### src/rtl/core/gdsd_pkg.sv
// ----------------------------------------------------------------------------
// gdsd_pkg
// types, constants and reciprocal factors shared by the date conversion
// pipeline
// ----------------------------------------------------------------------------
package gdsd_pkg;

    // field types
    typedef logic [13:0]        t_year;
    typedef logic [3:0]         t_month;
    typedef logic [4:0]         t_day;
    typedef logic signed [22:0] t_offset;
    typedef logic signed [22:0] t_diff;
    typedef logic [22:0]        t_jdn;

    // pipeline depths
    localparam int unsigned FWD_STAGES = 3;
    localparam int unsigned INV_STAGES = 9;

    // forward conversion constants
    localparam logic [14:0] EPOCH_YEAR  = 15'd4800;
    localparam logic [23:0] JDN_BIAS    = 24'd32045;
    localparam logic [8:0]  DAYS_YEAR   = 9'd365;

    // valid window of day numbers, 0001-01-01 .. 9999-12-31
    localparam logic [23:0] JDN_FIRST   = 24'd1721426;
    localparam logic [23:0] JDN_LAST    = 24'd5373484;

    // saturation codes of the day difference
    localparam t_diff DIFF_MAX = 23'sh3FFFFF;
    localparam t_diff DIFF_MIN = 23'sh400000;

    // inverse conversion constants
    localparam logic [24:0] CENT_BIAS   = 25'd274277;
    localparam logic [22:0] CENT_OFS    = 23'd1363;   // 1401 - 38
    localparam logic [24:0] DAYS_4Y     = 25'd1461;
    localparam logic [10:0] MONTH_SPAN  = 11'd153;
    localparam logic [13:0] YEAR_BIAS   = 14'd4716;

    // reciprocal factors, floor(x * MUL >> SH) == x / divisor over the used range
    localparam int unsigned Y100_SH  = 22;
    localparam logic [15:0] Y100_MUL = 16'(((64'd1 << Y100_SH) + 64'd99) / 64'd100);
    localparam int unsigned CENT_SH  = 43;
    localparam logic [25:0] CENT_MUL = 26'(((64'd1 << CENT_SH) + 64'd146096) / 64'd146097);
    localparam int unsigned QUAD_SH  = 36;
    localparam logic [25:0] QUAD_MUL = 26'(((64'd1 << QUAD_SH) + 64'd1460) / 64'd1461);
    localparam int unsigned M153_SH  = 19;
    localparam logic [11:0] M153_MUL = 12'(((64'd1 << M153_SH) + 64'd152) / 64'd153);
    localparam int unsigned DIV5_SH  = 11;
    localparam logic [8:0]  DIV5_MUL = 9'(((64'd1 << DIV5_SH) + 64'd4) / 64'd5);

    // day numbers handed from the forward half to the inverse half
    typedef struct packed {
        t_jdn    base;
        t_jdn    other;
        t_offset off;
    } t_jdn_pair;

    // days before the start of shifted month m (march based), (153m + 2) / 5
    function automatic logic [8:0] days_before(input logic [3:0] m);
        logic [8:0] v;
        case (m)
            4'd0:    v = 9'd0;
            4'd1:    v = 9'd31;
            4'd2:    v = 9'd61;
            4'd3:    v = 9'd92;
            4'd4:    v = 9'd122;
            4'd5:    v = 9'd153;
            4'd6:    v = 9'd184;
            4'd7:    v = 9'd214;
            4'd8:    v = 9'd245;
            4'd9:    v = 9'd275;
            4'd10:   v = 9'd306;
            4'd11:   v = 9'd337;
            4'd12:   v = 9'd367;
            default: v = 9'd0;
        endcase
        return v;
    endfunction

endpackage

### src/rtl/core/gdsd_fwd.sv
// ----------------------------------------------------------------------------
// gdsd_fwd
// three stage conversion of two gregorian dates to julian day numbers
// ----------------------------------------------------------------------------
module gdsd_fwd (
    input  logic                i_clk,
    input  logic                i_rst_n,
    input  logic                i_valid,
    output logic                o_stall,
    input  gdsd_pkg::t_year     i_base_year,
    input  gdsd_pkg::t_month    i_base_month,
    input  gdsd_pkg::t_day      i_base_day,
    input  gdsd_pkg::t_year     i_other_year,
    input  gdsd_pkg::t_month    i_other_month,
    input  gdsd_pkg::t_day      i_other_day,
    input  gdsd_pkg::t_offset   i_offset_days,
    output logic                o_valid,
    input  logic                i_stall,
    output gdsd_pkg::t_jdn_pair o_pair
);
    import gdsd_pkg::*;

    logic [FWD_STAGES-1:0] r_vld;
    logic [FWD_STAGES-1:0] en;

    t_year      yr    [2];
    t_month     mo    [2];
    t_day       dy    [2];
    logic       early [2];
    logic [3:0] mm    [2];
    logic [14:0] n_y     [2];
    logic [9:0]  n_small [2];
    logic [30:0] n_prod  [2];
    logic [8:0]  n_q100  [2];
    t_jdn        n_jdn   [2];

    logic [14:0] r_a_y     [2];
    logic [9:0]  r_a_small [2];
    t_offset     r_a_off;
    logic [14:0] r_b_y     [2];
    logic [9:0]  r_b_small [2];
    logic [8:0]  r_b_q100  [2];
    t_offset     r_b_off;
    t_jdn_pair   r_c_pair;

    // a stage moves when it is empty or the next one moves
    always_comb begin
        en[FWD_STAGES-1] = !r_vld[FWD_STAGES-1] || !i_stall;
        for (int k = FWD_STAGES - 2; k >= 0; k--) begin
            en[k] = !r_vld[k] || en[k+1];
        end
    end

    assign o_stall = !en[0];
    assign o_valid = r_vld[FWD_STAGES-1];
    assign o_pair  = r_c_pair;

    always_comb begin
        yr[0] = i_base_year;  mo[0] = i_base_month;  dy[0] = i_base_day;
        yr[1] = i_other_year; mo[1] = i_other_month; dy[1] = i_other_day;
        for (int l = 0; l < 2; l++) begin
            // january and february count as months of the previous year
            early[l]   = (mo[l] <= 4'd2);
            mm[l]      = early[l] ? (mo[l] + 4'd9) : (mo[l] - 4'd3);
            n_y[l]     = 15'(yr[l]) + EPOCH_YEAR - 15'(early[l]);
            n_small[l] = 10'(dy[l]) + 10'(days_before(mm[l]));
            n_prod[l]  = 31'(r_a_y[l]) * 31'(Y100_MUL);
            n_q100[l]  = 9'(n_prod[l] >> Y100_SH);
            n_jdn[l]   = 23'(24'(r_b_y[l]) * 24'(DAYS_YEAR) + 24'(r_b_y[l] >> 2)
                       - 24'(r_b_q100[l]) + 24'(r_b_q100[l] >> 2)
                       + 24'(r_b_small[l]) - JDN_BIAS);
        end
    end

    always_ff @(posedge i_clk) begin
        if (!i_rst_n) begin
            r_vld <= '0;
        end else begin
            if (en[0]) begin
                r_vld[0] <= i_valid;
            end
            for (int k = 1; k < FWD_STAGES; k++) begin
                if (en[k]) begin
                    r_vld[k] <= r_vld[k-1];
                end
            end
        end
    end

    always_ff @(posedge i_clk) begin
        if (en[0]) begin
            r_a_y     <= n_y;
            r_a_small <= n_small;
            r_a_off   <= i_offset_days;
        end
        if (en[1]) begin
            r_b_y     <= r_a_y;
            r_b_small <= r_a_small;
            r_b_q100  <= n_q100;
            r_b_off   <= r_a_off;
        end
        if (en[2]) begin
            r_c_pair.base  <= n_jdn[0];
            r_c_pair.other <= n_jdn[1];
            r_c_pair.off   <= r_b_off;
        end
    end

endmodule

### src/rtl/core/gdsd_inv.sv
// ----------------------------------------------------------------------------
// gdsd_inv
// shift by offset, day difference and nine stage inverse to a gregorian date
// ----------------------------------------------------------------------------
module gdsd_inv (
    input  logic                i_clk,
    input  logic                i_rst_n,
    input  logic                i_valid,
    output logic                o_stall,
    input  gdsd_pkg::t_jdn_pair i_pair,
    output logic                o_valid,
    input  logic                i_stall,
    output gdsd_pkg::t_year     o_shifted_year,
    output gdsd_pkg::t_month    o_shifted_month,
    output gdsd_pkg::t_day      o_shifted_day,
    output gdsd_pkg::t_diff     o_days_between,
    output logic                o_out_of_range
);
    import gdsd_pkg::*;

    logic [INV_STAGES-1:0] r_vld;
    logic [INV_STAGES-1:0] en;

    // difference and range flag ride along every stage
    t_diff r_diff [INV_STAGES];
    logic  r_inr  [INV_STAGES];

    logic [24:0] n_j;
    logic [23:0] n_d24;
    t_diff       n_diff;
    logic        n_inr;
    logic [24:0] n_n1;
    logic [50:0] n_p1;
    t_jdn        n_f;
    logic [50:0] n_pe;
    logic [10:0] n_rem;
    logic [10:0] n_h;
    logic [22:0] n_p153;
    t_month      n_mo;
    t_year       n_yr;
    logic [7:0]  n_r;
    logic [16:0] n_p5;

    t_jdn        r_s0_j;
    t_jdn        r_s1_j;
    logic [7:0]  r_s1_q1;
    logic [24:0] r_s2_e;
    logic [24:0] r_s3_e;
    logic [13:0] r_s3_qe;
    logic [13:0] r_s4_qe;
    logic [10:0] r_s4_rem;
    logic [13:0] r_s5_qe;
    logic [10:0] r_s5_h;
    logic [13:0] r_s6_qe;
    logic [10:0] r_s6_h;
    logic [3:0]  r_s6_q153;
    t_year       r_s7_yr;
    t_month      r_s7_mo;
    logic [7:0]  r_s7_r;
    t_year       r_s8_yr;
    t_month      r_s8_mo;
    t_day        r_s8_dy;

    always_comb begin
        en[INV_STAGES-1] = !r_vld[INV_STAGES-1] || !i_stall;
        for (int k = INV_STAGES - 2; k >= 0; k--) begin
            en[k] = !r_vld[k] || en[k+1];
        end
    end

    assign o_stall         = !en[0];
    assign o_valid         = r_vld[INV_STAGES-1];
    assign o_shifted_year  = r_s8_yr;
    assign o_shifted_month = r_s8_mo;
    assign o_shifted_day   = r_s8_dy;
    assign o_days_between  = r_diff[INV_STAGES-1];
    assign o_out_of_range  = !r_inr[INV_STAGES-1];

    always_comb begin
        // s0: shifted day number, range check, saturated difference
        n_j    = 25'(i_pair.base) + 25'(i_pair.off);
        n_inr  = !n_j[24] && (n_j[23:0] >= JDN_FIRST) && (n_j[23:0] <= JDN_LAST);
        n_d24  = 24'(i_pair.other) - 24'(i_pair.base);
        if (n_d24[23] != n_d24[22]) begin
            n_diff = n_d24[23] ? DIFF_MIN : DIFF_MAX;
        end else begin
            n_diff = t_diff'(n_d24[22:0]);
        end
        // s1: gregorian century count
        n_n1   = {r_s0_j, 2'b00} + CENT_BIAS;
        n_p1   = 51'(n_n1) * 51'(CENT_MUL);
        // s2: julian style day count
        n_f    = r_s1_j + CENT_OFS + 23'((10'(r_s1_q1) * 10'd3) >> 2);
        // s3: four year cycles
        n_pe   = 51'(r_s2_e) * 51'(QUAD_MUL);
        // s4: day within the four year cycle
        n_rem  = 11'(r_s3_e - 25'(r_s3_qe) * DAYS_4Y);
        // s5: month scaled position
        n_h    = 11'(11'(r_s4_rem >> 2) * 11'd5 + 11'd2);
        // s6: march based month
        n_p153 = 23'(r_s5_h) * 23'(M153_MUL);
        // s7: calendar month, year and day remainder
        n_mo   = (r_s6_q153 < 4'd10) ? (r_s6_q153 + 4'd3) : (r_s6_q153 - 4'd9);
        n_yr   = r_s6_qe - YEAR_BIAS + 14'(n_mo <= 4'd2);
        n_r    = 8'(r_s6_h - 11'(r_s6_q153) * MONTH_SPAN);
        // s8: day of month
        n_p5   = 17'(r_s7_r) * 17'(DIV5_MUL);
    end

    always_ff @(posedge i_clk) begin
        if (!i_rst_n) begin
            r_vld <= '0;
        end else begin
            if (en[0]) begin
                r_vld[0] <= i_valid;
            end
            for (int k = 1; k < INV_STAGES; k++) begin
                if (en[k]) begin
                    r_vld[k] <= r_vld[k-1];
                end
            end
        end
    end

    always_ff @(posedge i_clk) begin
        if (en[0]) begin
            r_diff[0] <= n_diff;
            r_inr[0]  <= n_inr;
            r_s0_j    <= n_j[22:0];
        end
        for (int k = 1; k < INV_STAGES; k++) begin
            if (en[k]) begin
                r_diff[k] <= r_diff[k-1];
                r_inr[k]  <= r_inr[k-1];
            end
        end
        if (en[1]) begin
            r_s1_j  <= r_s0_j;
            r_s1_q1 <= 8'(n_p1 >> CENT_SH);
        end
        if (en[2]) begin
            r_s2_e <= {n_f, 2'b11};
        end
        if (en[3]) begin
            r_s3_e  <= r_s2_e;
            r_s3_qe <= 14'(n_pe >> QUAD_SH);
        end
        if (en[4]) begin
            r_s4_qe  <= r_s3_qe;
            r_s4_rem <= n_rem;
        end
        if (en[5]) begin
            r_s5_qe <= r_s4_qe;
            r_s5_h  <= n_h;
        end
        if (en[6]) begin
            r_s6_qe   <= r_s5_qe;
            r_s6_h    <= r_s5_h;
            r_s6_q153 <= 4'(n_p153 >> M153_SH);
        end
        if (en[7]) begin
            r_s7_yr <= n_yr;
            r_s7_mo <= n_mo;
            r_s7_r  <= n_r;
        end
        if (en[8]) begin
            // date fields read zero when the shifted date is out of range
            r_s8_yr <= r_inr[7] ? r_s7_yr : '0;
            r_s8_mo <= r_inr[7] ? r_s7_mo : '0;
            r_s8_dy <= r_inr[7] ? (5'(n_p5 >> DIV5_SH) + 5'd1) : '0;
        end
    end

endmodule

### src/rtl/core/gregorian_date_shift_and_difference_unit.sv
// ----------------------------------------------------------------------------
// gregorian_date_shift_and_difference_unit
// date shift by a signed day offset and day difference between two dates
// ----------------------------------------------------------------------------
// usage
//   input channel: i_valid / o_stall with a base date, a second date and a
//   signed day offset; a transaction is taken when i_valid is high and
//   o_stall is low
//   output channel: o_valid / i_stall with the shifted date, the day count
//   from base to second date (saturated to 23 bits) and an out of range flag
//   3 forward stages and 9 inverse stages lie between input and result;
//   throughput: one transaction per cycle while i_stall is low, set by the
//   single fully pipelined datapath
//   each stage holds its own valid bit, so a stalled receiver only freezes
//   full stages; bubbles fill up and input is still taken until the whole
//   pipe is full, then o_stall rises; nothing is lost or repeated
//   reset clears all valid bits; no clearing pass is needed
//   shifted date fields are zero when the result leaves years 1 to 9999
// ----------------------------------------------------------------------------
module gregorian_date_shift_and_difference_unit (
    input  logic                i_clk,
    input  logic                i_rst_n,
    // input transaction
    input  logic                i_valid,
    output logic                o_stall,
    input  gdsd_pkg::t_year     i_base_year,
    input  gdsd_pkg::t_month    i_base_month,
    input  gdsd_pkg::t_day      i_base_day,
    input  gdsd_pkg::t_year     i_other_year,
    input  gdsd_pkg::t_month    i_other_month,
    input  gdsd_pkg::t_day      i_other_day,
    input  gdsd_pkg::t_offset   i_offset_days,
    // result transaction
    output logic                o_valid,
    input  logic                i_stall,
    output gdsd_pkg::t_year     o_shifted_year,
    output gdsd_pkg::t_month    o_shifted_month,
    output gdsd_pkg::t_day      o_shifted_day,
    output gdsd_pkg::t_diff     o_days_between,
    output logic                o_out_of_range
);
    import gdsd_pkg::*;

    // handoff between the forward and inverse halves
    logic      mid_valid;
    logic      mid_stall;
    t_jdn_pair mid_pair;

    // both dates to day numbers, offset carried along
    gdsd_fwd u_fwd (
        .i_clk         (i_clk),
        .i_rst_n       (i_rst_n),
        .i_valid       (i_valid),
        .o_stall       (o_stall),
        .i_base_year   (i_base_year),
        .i_base_month  (i_base_month),
        .i_base_day    (i_base_day),
        .i_other_year  (i_other_year),
        .i_other_month (i_other_month),
        .i_other_day   (i_other_day),
        .i_offset_days (i_offset_days),
        .o_valid       (mid_valid),
        .i_stall       (mid_stall),
        .o_pair        (mid_pair)
    );

    // shift, difference and day number back to a calendar date
    gdsd_inv u_inv (
        .i_clk           (i_clk),
        .i_rst_n         (i_rst_n),
        .i_valid         (mid_valid),
        .o_stall         (mid_stall),
        .i_pair          (mid_pair),
        .o_valid         (o_valid),
        .i_stall         (i_stall),
        .o_shifted_year  (o_shifted_year),
        .o_shifted_month (o_shifted_month),
        .o_shifted_day   (o_shifted_day),
        .o_days_between  (o_days_between),
        .o_out_of_range  (o_out_of_range)
    );

endmodule
### config.mk
export PLATFORM = sky130hd
export DESIGN_NAME = gregorian_date_shift_and_difference_unit
export DESIGN_NICKNAME = d
export VERILOG_FILES = /design/src/rtl/core/gdsd_pkg.sv /design/src/rtl/core/gdsd_fwd.sv /design/src/rtl/core/gdsd_inv.sv /design/src/rtl/core/gregorian_date_shift_and_difference_unit.sv
export SDC_FILE = /design/constraint.sdc
export NUM_CORES = 2
export LEC_CHECK = 0
export BUFFER_PORTS_ARGS = -buffer_cell sky130_fd_sc_hd__buf_2
export CAP_MARGIN = 20
export CORE_UTILIZATION = 36
export DETAILED_ROUTE_END_ITERATION = 6
export SLEW_MARGIN = 20
export SYNTH_ARGS = -nofsm -noshare
export SYNTH_HDL_FRONTEND = slang
export SYNTH_SLANG_ARGS = --single-unit
### constraint.sdc
create_clock -name i_clk -period 7.9 [get_ports i_clk]
set_input_delay 1.58 -clock i_clk [delete_from_list [all_inputs] [get_ports i_clk]]
set_output_delay 1.58 -clock i_clk [all_outputs]
set_load 0.05 [all_outputs]
==> load_flow_metrics.sql <==
INSERT INTO impl_metrics (metric_group, metric, value, unit) VALUES
('cts', 'worstSkewPairLatency', '670', 'ps'),
('timing', 'slew_headroom', '0.331', ''),
('timing', 'drv_slew', '0', ''),
('routing', 'detail_route.first_pass.iterations', '6', ''),
('place', 'placer_congestion_estimate', '0.938', ''),
('die', 'die_h', '434', 'um'),
('logic_synthesis', 'yosysSeqAreaShare', '0.303', ''),
('logic_synthesis', 'synthTopCellsByArea', 'sky130_fd_sc_hd__edfxtp_1, sky130_fd_sc_hd__fa_1, sky130_fd_sc_hd__ha_1', ''),
('critical_path', 'crit-reg2reg-capture', 'u_inv.r_s1_q1[7]', ''),
('critical_path', 'worstSetupEndpointType', 'register', ''),
('critical_path', 'slowest_stage', 'sky130_fd_sc_hd__or4_4', ''),
('status', 'outcome', 'finished, final reports clean', ''),
('hold_path', 'hold-path-endpoint', 'u_inv.r_diff[0][186]', ''),
('die', 'design.die.area', '0.189', 'mm2'),
('cts', 'tritoncts', 'built', ''),
('finish', 'fillerInstances', '17800', ''),
('critical_path', 'required_time_of_the_critical_path', '8280', 'ps'),
('finish', 'post_route_cells_drive_above_1_share', '0.0711', ''),
('die', 'initial_core_util', '0.363', ''),
('timing', 'hold_viol_final', '0', ''),
('timing', 'hold-worst-slack', '388', 'ps'),
('cts', 'cts_sinks', '684', ''),
('timing', 'finalSetupTns', '0', 'ps'),
('timing', 'number_of_setup_violations_in_the_final_report', '0', ''),
('timing', 'grt_setup_unrepaired', 'yes', ''),
('timing', 'fin_clk_skew', '56.6', 'ps'),
('timing', 'timing.final.crit_period', '7600', 'ps'),
('logic_synthesis', 'postSynth.topFlopCell', 'sky130_fd_sc_hd__edfxtp_1', ''),
('die', 'fp.coreArea', '0.186', 'mm2'),
('routing', 'vias', '39200', ''),
('cts', 'clock_pin_slew_reported_for_the_worst_setup_and_hold_paths_after_clock_tree_synthesis', '70', 'ps'),
('die', 'die_width', '434', 'um'),
('finish', 'area_delta_synth_final', '10.6', '%'),
('logic_synthesis', 'yosys.area_share.simple', '0.0418', ''),
('place', 'placedInstanceArea', '0.0716', 'mm2'),
('logic_synthesis', 'post_synth_num_cell_types', '92', ''),
('place', 'dp_cells', '8434', ''),
('critical_path', 'critPathTopFamily', 'adder cells', ''),
('logic_synthesis', 'synth_enable_flop_cells', '672', ''),
('critical_path', 'cpPeakStageDelay', '570', 'ps'),
('critical_path', 'worstSetupPathType', 'reg2reg', ''),
('cts', 'h_tree_level_count', '3', ''),
('logic_synthesis', 'synthesis.area_per_instance', '11.7', 'um2'),
('routing', 'dr.first_iter.drc_count', '1642', ''),
('run', 'cap_viol_max_count', '0', ''),
('routing', 'routed_via_density', '4.57', ''),
('die', 'std_cell_rows', '158', ''),
('critical_path', 'cp-start-kind', 'register', ''),
('logic_synthesis', 'flip_flop_and_latch_count_after_synthesis', '684', ''),
('logic_synthesis', 'synth.area.mux_share', '0.000781', ''),
('grt', 'grt_start_max_net_pins', '70', ''),
('hold_path', 'timing.hold.worst_path_depth', '0', ''),
('logic_synthesis', 'synth_async_sr_flop_share', '0', ''),
('hold_path', 'worstHoldStart', 'u_inv.r_diff[0][163]', ''),
('cts', 'holdBufCountCts', '0', ''),
('logic_synthesis', 'xor_xnor_cell_area_share_of_the_yosys_netlist', '0.0424', ''),
('critical_path', 'critical_path.reg2reg.startpoint', 'u_inv.r_s0_j[9]', ''),
('logic_synthesis', 'synth_cells', '5759', ''),
('grt', 'via_count_of_the_first_global_routing_pass', '42500', ''),
('logic_synthesis', 'synth_compound_gate_area_share', '0.0554', ''),
('critical_path', 'length_in_cells_of_the_worst_reg_to_reg_path', '32', ''),
('hold_path', 'worstHoldPathType', 'reg2reg', ''),
('place', 'dp_hpwl', '123000', 'um'),
('grt', 'grt_first_pass_wirelength', '230000', 'um'),
('timing', 'slew_at_the_pin_closest_to_its_max_slew_limit', '1000', 'ps'),
('logic_synthesis', 'yosys.area_share.adder', '0.465', ''),
('routing', 'wire_per_inst', '16.5', 'um'),
('die', 'boundaryPins', '122', ''),
('grt', 'track_usage', '0.156', ''),
('routing', 'detail-route-antenna-nets', '0', ''),
('cts', 'cts.path.max_buffers', '3', '');
cell usage after synthesis (all sizes together), types with 6 or more instances:
master,count
o31ai,9
a211o,10
or3,11
ha,1188
o311ai,6
a21o,66
dfxtp,12
nand2,107
xor2,96
buf,26
a21oi,173
nor3b,9
nor2b,37
o21ai,106
and3,20
or2,11
inv,1565
edfxtp,672
nand3b,7
nand4,13
nand2b,28
o21bai,23
o41ai,6
and2,42
nor3,43
nor2,162
o211ai,14
clkbuf,14
and4,7
o21a,43
a211oi,21
fa,821
xnor2,226
nor4,8
a311oi,7
nand3,46
a21boi,13
a31oi,22
per-layer routing:
layer,routed length (um),GRT usage,share of wire
met5,0,0,0
met4,4290,0.0400,0.030
met3,3300,0.0149,0.023
met2,69700,0.274,0.49
met1,64400,0.205,0.45
metrics by stage:
step                 util  setup slack [ps]
floorplan               -               187
global placement    0.386              -218
detailed placement  0.386              -258
CTS                 0.400              31.3
global route        0.401             -22.8
finish              0.401               300
cell families after synthesis:
family                   count (synthesis)
AND/OR/NAND/NOR                        563
adder cells (fa/ha/maj)               2010
flip-flops                             684
multiplexers                             5
AO/OA/AOI/OAI                          569
buffers and inverters                 1605
XOR/XNOR                               322
other                                    1
cell usage in the layout, fill, tap and decap left out, drive strengths merged, types with 14 or more instances in the layout:
cell,netlist,routed
a211oi,21,21
a21o,66,66
a21oi,173,173
a31oi,22,22
and2,42,42
and3,20,20
buf,26,245
clkbuf,14,89
clkinv,0,28
edfxtp,672,672
fa,821,821
ha,1188,1188
inv,1565,1573
nand2,107,107
nand2b,28,28
nand3,46,46
nor2,162,162
nor2b,37,37
nor3,43,43
o211ai,14,14
o21a,43,43
o21ai,106,106
o21bai,23,23
xnor2,226,226
xor2,96,96
state kept, by name, summed over array words and instances (netlist names), 18 cells and up:
| register | count |
|---|---|
| u_fwd.r_b_y | 30 |
| u_fwd.r_a_off | 23 |
| u_fwd.r_a_y | 30 |
| u_fwd.r_b_small | 20 |
| u_inv.r_diff | 207 |
| u_inv.r_s1_j | 23 |
| u_fwd.r_a_small | 20 |
| u_fwd.o_pair | 69 |
| u_inv.r_s0_j | 23 |
| u_fwd.r_b_off | 23 |
| u_inv.r_s2_e | 23 |
| u_fwd.r_b_q100 | 18 |
worst max path at each step:
stage / from / end / slack, ps
final: u_inv.r_s0_j[9] / u_inv.r_s1_q1[7] / 300
after global routing: u_inv.r_s0_j[0] / u_inv.r_s1_q1[7] / -20
after CTS: u_inv.r_s0_j[0] / u_inv.r_s1_q1[7] / 30
after detailed placement: u_inv.r_s0_j[9] / u_inv.r_s1_q1[7] / -260
after global placement: u_inv.r_s0_j[9] / u_inv.r_s1_q1[7] / -220
after floorplan: i_stall / o_stall / 190
final cells by class:
class                      instances  area (um2)  share of cell area
tap                             2480        3100              0.0417
sequential                       684       20400               0.274
multi-input combinational       3471       40900               0.550
antenna                            3        7.51            0.000101
clock buffer                      89        1950              0.0262
clock inverter                    48         602             0.00809
inverter                        1565        5880              0.0790
timing repair buffer             245        1540              0.0206
worst reg2reg max path, delay by kind of cell, from the launching register on:
kind,cells,cell delay (ps)
buffers and inverters,9,770
flip-flops,1,380
AO/OA/AOI/OAI,5,730
adder cells (fa/ha/maj),8,3370
XOR/XNOR,2,300
AND/OR/NAND/NOR,8,1780
what timing repair did:
action,4_1_cts,5_1_grt
setup endpoints to repair,5,8
pin swaps,0,7
resized for setup,5,18
buffers inserted,2,9
Power is left out: the tool's default activity adds up to more than one toggle a clock period on the data nets, which glitch-free logic cannot reach.
